<file path="src/rtl/tcw_pkg.sv">
// Shared constants, types and helpers for the text console writer.
package tcw_pkg;

    // Screen geometry
    localparam int COLUMNS = 80;
    localparam int ROWS    = 25;
    localparam int CELLS   = ROWS * COLUMNS;
    localparam int ADDR_W  = $clog2(CELLS);

    // Field widths
    localparam int OPC_W   = 3;
    localparam int CHAR_W  = 8;
    localparam int COLOR_W = 8;
    localparam int ROW_W   = 5;
    localparam int COL_W   = 7;
    localparam int ENTRY_W = CHAR_W + COLOR_W;

    // Stream widths (whole bytes); the opcode travels in tuser
    localparam int S_FIELDS_W = CHAR_W + COLOR_W + ROW_W + COL_W;
    localparam int S_DATA_W   = ((S_FIELDS_W + 7) / 8) * 8;
    localparam int M_FIELDS_W = ENTRY_W + ROW_W + COL_W + 1;
    localparam int M_DATA_W   = ((M_FIELDS_W + 7) / 8) * 8;
    localparam int M_PAD_W    = M_DATA_W - M_FIELDS_W;

    localparam logic [CHAR_W-1:0]  SPACE_CHAR  = 8'h20;
    localparam logic [COLOR_W-1:0] RESET_COLOR = 8'h07;

    localparam logic [ROW_W-1:0]  ROW_LIMIT = ROW_W'(ROWS);
    localparam logic [COL_W-1:0]  COL_LIMIT = COL_W'(COLUMNS);
    localparam logic [ROW_W-1:0]  LAST_ROW  = ROW_W'(ROWS - 1);
    localparam logic [COL_W-1:0]  LAST_COL  = COL_W'(COLUMNS - 1);

    localparam logic [ADDR_W-1:0] ROW_STEP  = ADDR_W'(COLUMNS);
    localparam logic [ADDR_W-1:0] COPY_LAST = ADDR_W'((ROWS - 1) * COLUMNS - 1);
    localparam logic [ADDR_W-1:0] FILL_LAST = ADDR_W'(CELLS - 1);

    typedef enum logic [OPC_W-1:0] {
        OP_PUT_CHAR   = 3'd0,
        OP_NEW_LINE   = 3'd1,
        OP_WRITE_CELL = 3'd2,
        OP_CLEAR      = 3'd3,
        OP_READ_CELL  = 3'd4
    } opcode_t;

    typedef enum logic [2:0] {
        ST_INIT,
        ST_IDLE,
        ST_COPY,
        ST_DRAIN,
        ST_FILL,
        ST_DONE
    } state_t;

    // Controller -> datapath
    typedef struct packed {
        logic accept;     // item taken this cycle
        logic cnt_clr;    // sweep counter to zero
        logic cnt_inc;    // sweep counter step
        logic copy;       // scroll copy: read cell cnt + one row
        logic fill;       // write fill entry at cnt
        logic fill_init;  // fill with the reset entry
        logic out_load;   // load result register
    } cmd_t;

    // Datapath -> controller
    typedef struct packed {
        logic need_scroll;
        logic is_clear;
        logic copy_last;
        logic fill_last;
        logic out_free;
    } status_t;

    function automatic logic [ADDR_W-1:0] cell_addr(input logic [ROW_W-1:0] row,
                                                    input logic [COL_W-1:0] col);
        cell_addr = ADDR_W'(ADDR_W'(row) * ROW_STEP) + ADDR_W'(col);
    endfunction

endpackage

</file>
<file path="src/rtl/tcw_ctrl.sv">
// Sequencer for the text console writer: item intake, scroll and fill sweeps.
module tcw_ctrl (
    input  logic             aclk,
    input  logic             aresetn,
    input  logic             s_tvalid,
    output logic             s_tready,
    input  tcw_pkg::status_t sts,
    output tcw_pkg::cmd_t    cmd
);

    tcw_pkg::state_t state_reg, state_next;

    always_ff @(posedge aclk) begin
        if (!aresetn) begin
            state_reg <= tcw_pkg::ST_INIT;
        end else begin
            state_reg <= state_next;
        end
    end

    always_comb begin
        state_next = state_reg;
        cmd        = '0;
        s_tready   = 1'b0;
        unique case (state_reg)
            tcw_pkg::ST_INIT: begin
                cmd.fill      = 1'b1;
                cmd.fill_init = 1'b1;
                cmd.cnt_inc   = 1'b1;
                if (sts.fill_last) begin
                    state_next = tcw_pkg::ST_IDLE;
                end
            end
            tcw_pkg::ST_IDLE: begin
                s_tready = 1'b1;
                if (s_tvalid) begin
                    cmd.accept  = 1'b1;
                    cmd.cnt_clr = 1'b1;
                    if (sts.need_scroll) begin
                        state_next = tcw_pkg::ST_COPY;
                    end else if (sts.is_clear) begin
                        state_next = tcw_pkg::ST_FILL;
                    end else begin
                        state_next = tcw_pkg::ST_DONE;
                    end
                end
            end
            tcw_pkg::ST_COPY: begin
                cmd.copy    = 1'b1;
                cmd.cnt_inc = 1'b1;
                if (sts.copy_last) begin
                    state_next = tcw_pkg::ST_DRAIN;
                end
            end
            tcw_pkg::ST_DRAIN: begin
                // last copied entry is written this cycle
                state_next = tcw_pkg::ST_FILL;
            end
            tcw_pkg::ST_FILL: begin
                cmd.fill    = 1'b1;
                cmd.cnt_inc = 1'b1;
                if (sts.fill_last) begin
                    state_next = tcw_pkg::ST_DONE;
                end
            end
            tcw_pkg::ST_DONE: begin
                if (sts.out_free) begin
                    cmd.out_load = 1'b1;
                    state_next   = tcw_pkg::ST_IDLE;
                end
            end
            default: begin
                state_next = tcw_pkg::ST_INIT;
            end
        endcase
    end

endmodule

</file>
<file path="config.mk">
export PLATFORM = sky130hd
export DESIGN_NAME = tcw_ctrl
export DESIGN_NICKNAME = d
export VERILOG_FILES = /design/src/rtl/tcw_pkg.sv /design/src/rtl/tcw_ctrl.sv
export SDC_FILE = /design/constraint.sdc
export NUM_CORES = 1
export LEC_CHECK = 0
export BUFFER_PORTS_ARGS = -buffer_cell sky130_fd_sc_hd__buf_2
export CAP_MARGIN = 15
export CELL_PAD_IN_SITES_DETAIL_PLACEMENT = 1
export CELL_PAD_IN_SITES_GLOBAL_PLACEMENT = 1
export CORE_AREA = 2 2 39 41
export CTS_BUF_LIST = sky130_fd_sc_hd__clkbuf_8
export DETAILED_ROUTE_END_ITERATION = 10
export DIE_AREA = 0 0 41 43
export HOLD_SLACK_MARGIN = 0.12
export MAX_ROUTING_LAYER = met4
export PLACE_DENSITY_LB_ADDON = 0.25
export SYNTH_ARGS = -nofsm -noshare
export SYNTH_HDL_FRONTEND = slang
export SYNTH_SLANG_ARGS = --single-unit
</file>
<file path="constraint.sdc">
create_clock -name aclk -period 3.3 [get_ports aclk]
set_clock_uncertainty 0.15 [all_clocks]
set_input_delay 0.66 -clock aclk [delete_from_list [all_inputs] [get_ports aclk]]
set_output_delay 0.66 -clock aclk [all_outputs]
set_load 0.02 [all_outputs]
</file>
Word level (Yosys, flattened, before mapping)
Index checks and enable logic that the tools add are counted.

storage, ports and cells
  bits of input ports = 8
  output and inout port bits = 8
  bits in registers = 3
  logic and storage cells = 32

operators by class
  equal/unequal tests = 10
  mux-type cells = 17
  reductions and logical operators = 4

operator list
  kind                  count
  $mux W3               6
  $pmux W3 S6           1
  $ne A2 B2 Y1 const B  5
  $mux W1               8
  $eq A3 B2 Y1 const B  2
  $eq A3 B3 Y1 const B  2
  $reduce_and A5 Y1     1
  $mux W2               2
  $eq A3 B1 Y1 const B  1
  $logic_not A3 Y1      1
  $reduce_or A3 Y1      1
  $reduce_or A2 Y1      1

Longest topological paths before layout
Gate-level depths: netlist (run 1).

  word-level depth = 4
  depth in mapped cells = 5
  depth with buffers taken out = 4

Worst setup path before layout (run 1)
OpenSTA, ideal clock, no wires.

  path kind = input to output
  from = input s_tvalid
  to = output cmd[6] in the netlist's numbering
  buffers on the path = 1
  setup slack = 1251 ps
  arrival time = 1239 ps
  required time = 2490 ps
  cell stages on the path = 3
  cell sequence = nand2b_4 -> nor2_1 -> buf_4

RTL lines
  item         line           RTL
  from (decl)  tcw_ctrl.sv:5  input logic s_tvalid,
  to (decl)    tcw_ctrl.sv:8  output tcw_pkg::cmd_t cmd

==> results of run 1 <==
## report_power, final
part	internal [mW]	leakage, nW	switching, mW
clock	0.0791	0.0269	0.0238
sequential	0.0395	0.0246	0.00954
combinational	0.0231	0.126	0.0283
total	0.142	0.178	0.0616
## metal layers
layer,vias to the layer above,track usage (%)
li1,149,-
met5,-,-
met2,10,10.94
met3,0,7.853
met1,129,12.14
met4,0,2.000
## critical path, delay by kind of cell (launching register included)
family                 cells  cell delay, ns
AND/OR/NAND/NOR            2            0.24
buffers and inverters      1            0.18
flip-flops                 1            0.57
## worst max-delay path by stage
stage          cells past startpoint     end          from
2_1_floorplan                      3  cmd[6]      s_tvalid
5_1_grt                            3  cmd[5]  state_reg[0]
6_report                           3  cmd[5]  state_reg[0]
3_5_place_dp                       4  cmd[5]      s_tvalid
4_1_cts                            3  cmd[5]  state_reg[0]
3_3_place_gp                       4  cmd[5]      s_tvalid
## through the flow
step / hold WS [ns] / worst slack, ns / cells / power (mW) / util (%)
detailed placement: 0.4809 / 1.348 / 62 / 0.1017 / 24.23
global route: 0.5448 / 1.160 / 66 / 0.2170 / 27.49
finish: 0.4813 / 1.282 / 66 / 0.2034 / 27.49
CTS: 0.4825 / 1.258 / 66 / 0.2089 / 27.49
floorplan: 0.4107 / 1.251 / 35 / 0.09073 / -
global placement: 0.4863 / 1.365 / 62 / 0.1023 / 24.23
## cell usage in the layout, fill, tap and decap left out, drive strengths merged
cell type,count
a31oi,1
a21oi,2
o22ai,1
nor2,7
nor3b,4
mux2i,1
nor2b,2
inv,1
and3,1
nand2,3
o21ai,2
nor3,2
nand2b,2
buf,15
dfxtp,3
clkbuf,3
## layout make-up
type	instances	area, µm²	area share [%]
Clock inverter	1	3.754	0.9868
Clock buffer	3	41.29	10.86
Timing Repair Buffer	15	75.07	19.74
Multi-Input combinational cell	28	180.2	47.37
Tap cell	16	20.02	5.263
Sequential cell	3	60.06	15.79
## cell families after synthesis
family,share of synthesized area (%)
compound gates,14.22
buf+inv,14.67
flops,21.33
mux,3.556
simple gates,46.22
==> impl_metrics.json, run 1 <==
{
  "outcome": "complete, no violations",
  "numCtsBuffers": 3,
  "worst-setup-path-type": "reg -> out",
  "synth.most_common_cell": "nor2_1",
  "fillers": 175,
  "async_reset_ff_share_pct": 0,
  "cts_hold_buf": 0,
  "final_area_um2": 380.4,
  "clock_path_buffers": 2,
  "grt_setup_unrepaired": "false",
  "yosys.cell_types.count": 18,
  "viasPerCell": 4.364,
  "drt_iter0_markers": 3,
  "timing.rr.start": "state_reg[2]",
  "grt_pass1_wl_um": 1041,
  "syn_area_um2": 281.5,
  "min-delay-start": "state_reg[2]",
  "yosysSeqAreaShare_pct": 21.33,
  "crit_chain": "nand2b_4 > nor2_1 > buf_2",
  "worstMarginPinSlew_ns": 0.4293,
  "die_h_um": 43,
  "wl_um": 659,
  "grt_usage_pct": 9.343,
  "avgSynthCellArea_um2": 8.043,
  "root_buffer": "clkbuf_8",
  "synth.ff_latch_count": 3,
  "vdd_drop_max_mv": 0.2021,
  "period_share_pct": 61.15,
  "path_clk_slew_ns": 0.03,
  "cap_violations": 0,
  "detail-route-antenna-nets": 0,
  "die-area_um2": 1763,
  "synth_top_cell_by_area": "dfxtp_1",
  "power_leakage_nw": 0.1777,
  "synth.top_cell.area_share_pct": 21.33,
  "max_freq_mhz": 495.6,
  "grt_max_degree": 13,
  "dr.pass1.iters": 2,
  "wl_met1_um": 334,
  "gp_congestion": 0.7500,
  "cts.htree.levels": 1,
  "min_to": "state_reg[2]",
  "drive_gt1_share_pct": 48.00,
  "antenna_found_initial": 0,
  "hold_viol_final": 0,
  "rows": 14,
  "placed_cell_area_um2": 335.3,
  "cp-end-kind": "output pin",
  "hold_depth": 2,
  "rrSetupSlack_ns": 1.94,
  "num_antenna_cells": 0,
  "first_global_vias": 257,
  "powerDensity_nw_per_um2": 534.7,
  "rr_endpoint": "state_reg[2]",
  "ios": 16,
  "slowest_delay_ns": 0.57,
  "fin_crit_ns": 2.018,
  "syn2layout_area_growth_pct": 35.11,
  "die-width_um": 41,
  "port_buffers": 15,
  "vias": 288,
  "largest_reg_flops": 3,
  "synth_nets": 43,
  "clock_latency_ns": 0.21,
  "initial_core_util_pct": 20.34,
  "cts_tree": "built",
  "cts_resized": 0,
  "overflow": 0,
  "cts_setup_buffers": 0,
  "relSlewSlack_pct": 71.34,
  "ys.flop_type": "dfxtp_1",
  "nets": 59,
  "timing.setup.tns_ns": 0,
  "dp_hpwl_um": 497.4,
  "setup_viol": 0,
  "netlist_top_cells_area": "dfxtp_1, buf_6, nor3b_1",
  "report.final.slew_viol_count": 0,
  "yosys_warnings": 0,
  "highest_layer": "met3",
  "synth_commonest_cells": "nor2_1, nor3b_1, buf_6, dfxtp_1, nand2_1",
  "routed-wl-met2_um": 275,
  "routedWlPerCell_um": 9.985,
  "hold_class": "reg -> reg",
  "cts.sinks": 3,
  "synthCells": 35,
  "core_um2": 1384,
  "cp-start-kind": "register",
  "drc": 0,
  "required_ns": 2.49,
  "crit_slowest_cell": "dfxtp_1",
  "synth_edf_count": 0,
  "cp_data_arrival_time_ns": 1.21,
  "r2r_cells": 4,
  "wl_met3_um": 48,
  "cp_max_fo": 11
}
Power figures use the tool's default switching activity.
==> inputs of run 2 (changes only) <==
==> constraint.sdc (replaced) <==
create_clock -name aclk -period 2 [get_ports aclk]
set_clock_uncertainty 0.15 [all_clocks]
set_input_delay 0.4 -clock aclk [delete_from_list [all_inputs] [get_ports aclk]]
set_output_delay 0.4 -clock aclk [all_outputs]
set_load 0.02 [all_outputs]
==> run 2 against run 1 <==
Compared with the run above:
- sequential power grew 63%
- cell count rose by 1.5%
- combinational power grew 70%
- sequential cell count unchanged
- critical endpoint unchanged
- largest power group unchanged
==> impl_metrics.json, run 2 (synthesized netlist as in run 1, its figures left out) <==
{
  "outcome": "complete, no violations",
  "hold_viol_final": 0,
  "crit_slowest_cell": "dfxtp_1",
  "drt_iter0_markers": 2,
  "crit_start": "state_reg[0]",
  "hold_class": "in -> reg",
  "largest_reg_flops": 3,
  "clkPwrFrac_pct": 50.2,
  "cts.htree.levels": 1,
  "nets": 60,
  "core_um2": 1384,
  "numCtsBuffers": 3,
  "drive_gt1_share_pct": 49.02,
  "power.internal_mw": 0.2350,
  "required_ns": 1.45,
  "ios": 16,
  "cts_resized": 0,
  "seq_power_share_pct": 23.8,
  "period_share_pct": 87.08,
  "grt_use_met3_pct": 1.571,
  "timing.setup.tns_ns": 0,
  "cp_data_arrival_time_ns": 1.19,
  "final_cells": 67,
  "crit_chain": "nand2b_4 > nor2_1 > buf_2",
  "cts_setup_buffers": 0,
  "cap_violations": 0,
  "drc": 0,
  "dr.pass1.iters": 2,
  "layout_commonest_cell": "buf_2",
  "cts.sinks": 3,
  "cts_tree": "built",
  "worst_hold_slack_ns": 0.3281,
  "rr_endpoint": "state_reg[2]",
  "max_freq_mhz": 574.2,
  "met2_usage_pct": 10.94,
  "p_switching_mw": 0.1014,
  "report.final.slew_viol_count": 0,
  "num_antenna_cells": 0,
  "grt_setup_unrepaired": "false",
  "vias": 280,
  "hold_depth": 2,
  "first_global_vias": 260,
  "final_cell_mix": "buf_2, nor2_1, nor3b_1",
  "path_clk_slew_ns": 0.03,
  "combPwrFrac_pct": 26.0,
  "die-width_um": 41,
  "rrSetupSlack_ns": 0.63,
  "powerDensity_nw_per_um2": 867.4,
  "grt_util_met1_pct": 13.78,
  "grt_pass1_wl_um": 1083,
  "initial_core_util_pct": 20.34,
  "syn2layout_area_growth_pct": 37.78,
  "detail-route-antenna-nets": 0,
  "vdd_drop_max_mv": 0.1722,
  "die_h_um": 43,
  "clock_latency_ns": 0.21,
  "viasPerCell": 4.179,
  "min_to": "state_reg[0]",
  "grt_max_degree": 13,
  "grt_usage_pct": 9.558,
  "cp_max_fo": 11,
  "overflow": 0,
  "worst-setup-path-type": "reg -> out",
  "routedWlPerCell_um": 10.39,
  "cp-end-kind": "output pin",
  "cts_hold_buf": 0,
  "dp_hpwl_um": 526.2,
  "gp_congestion": 0.6486,
  "grt.busiest_layer": "met1",
  "relSlewSlack_pct": 71.96,
  "p_sw_share_pct": 30.15,
  "wl_um": 696,
  "worstMarginPinSlew_ns": 0.4200,
  "clock_path_buffers": 2,
  "slowest_delay_ns": 0.57,
  "antenna_found_initial": 0,
  "port_buffers": 15,
  "power_mw": 0.3365,
  "power_leakage_nw": 0.1831,
  "timing.rr.start": "state_reg[2]",
  "root_buffer": "clkbuf_8",
  "die-area_um2": 1763,
  "rows": 14,
  "setup_viol": 0,
  "cp-start-kind": "register",
  "place_inst": 63,
  "fin_crit_ns": 1.742,
  "min-delay-start": "aresetn",
  "r2r_cells": 4
}
run 2: changes by cell type in the layout (fill, tap and decap cells not counted):
cell | previous run | this run
buf_4 | 0 | 1
run 2: per-layer routing:
layer | vias up | part of all wire [%]
li1 | 151 | -
met1 | 121 | 48
met2 | 8 | 47
met3 | 0 | 5.0
met4 | 0 | 0
met5 | - | 0
run 2: power groups by stage:
stage	registers [mW]	logic [mW]	clock network, mW
after detailed placement	0.0812	0.0891	0
after floorplan	0.0689	0.0808	0
after CTS	0.0803	0.0894	0.174
after global routing	0.0816	0.0966	0.176
final	0.0801	0.0875	0.169
after global placement	0.0808	0.0897	0
run 2: final cells by class:
type                    count  area, µm²
clock inverters             1      3.754
clock buffers               3      41.29
well taps                  16      20.02
repair buffers             16      82.58
flip-flops and latches      3      60.06
fillers                   187      996.0
multi-input cells          28      180.2
run 2: worst max-delay path by stage:
stage	cells after the start	endpoint
2_1_floorplan	4	cmd[6]
3_5_place_dp	3	cmd[5]
5_1_grt	3	cmd[5]
6_report	3	cmd[5]
4_1_cts	3	cmd[5]
3_3_place_gp	3	cmd[5]
run 2: metrics by stage:
| step | instance area, µm² | worst slack (ns) | util, % |
|---|---|---|---|
| global placement | 342.8 | 0.4868 | 24.77 |
| CTS | 387.9 | 0.2322 | 28.03 |
| detailed placement | 342.8 | 0.4599 | 24.77 |
| finish | 387.9 | 0.2583 | 28.03 |
| floorplan | 281.5 | 0.3409 | - |
| global route | 387.9 | 0.1806 | 28.03 |
run 2: worst max-delay path: cells and delay by family, from the launching register on:
| family | cells | cell delay, ns |
|---|---|---|
| DFF | 1 | 0.57 |
| and+or+nand+nor | 2 | 0.24 |
| buffers and inverters | 1 | 0.18 |
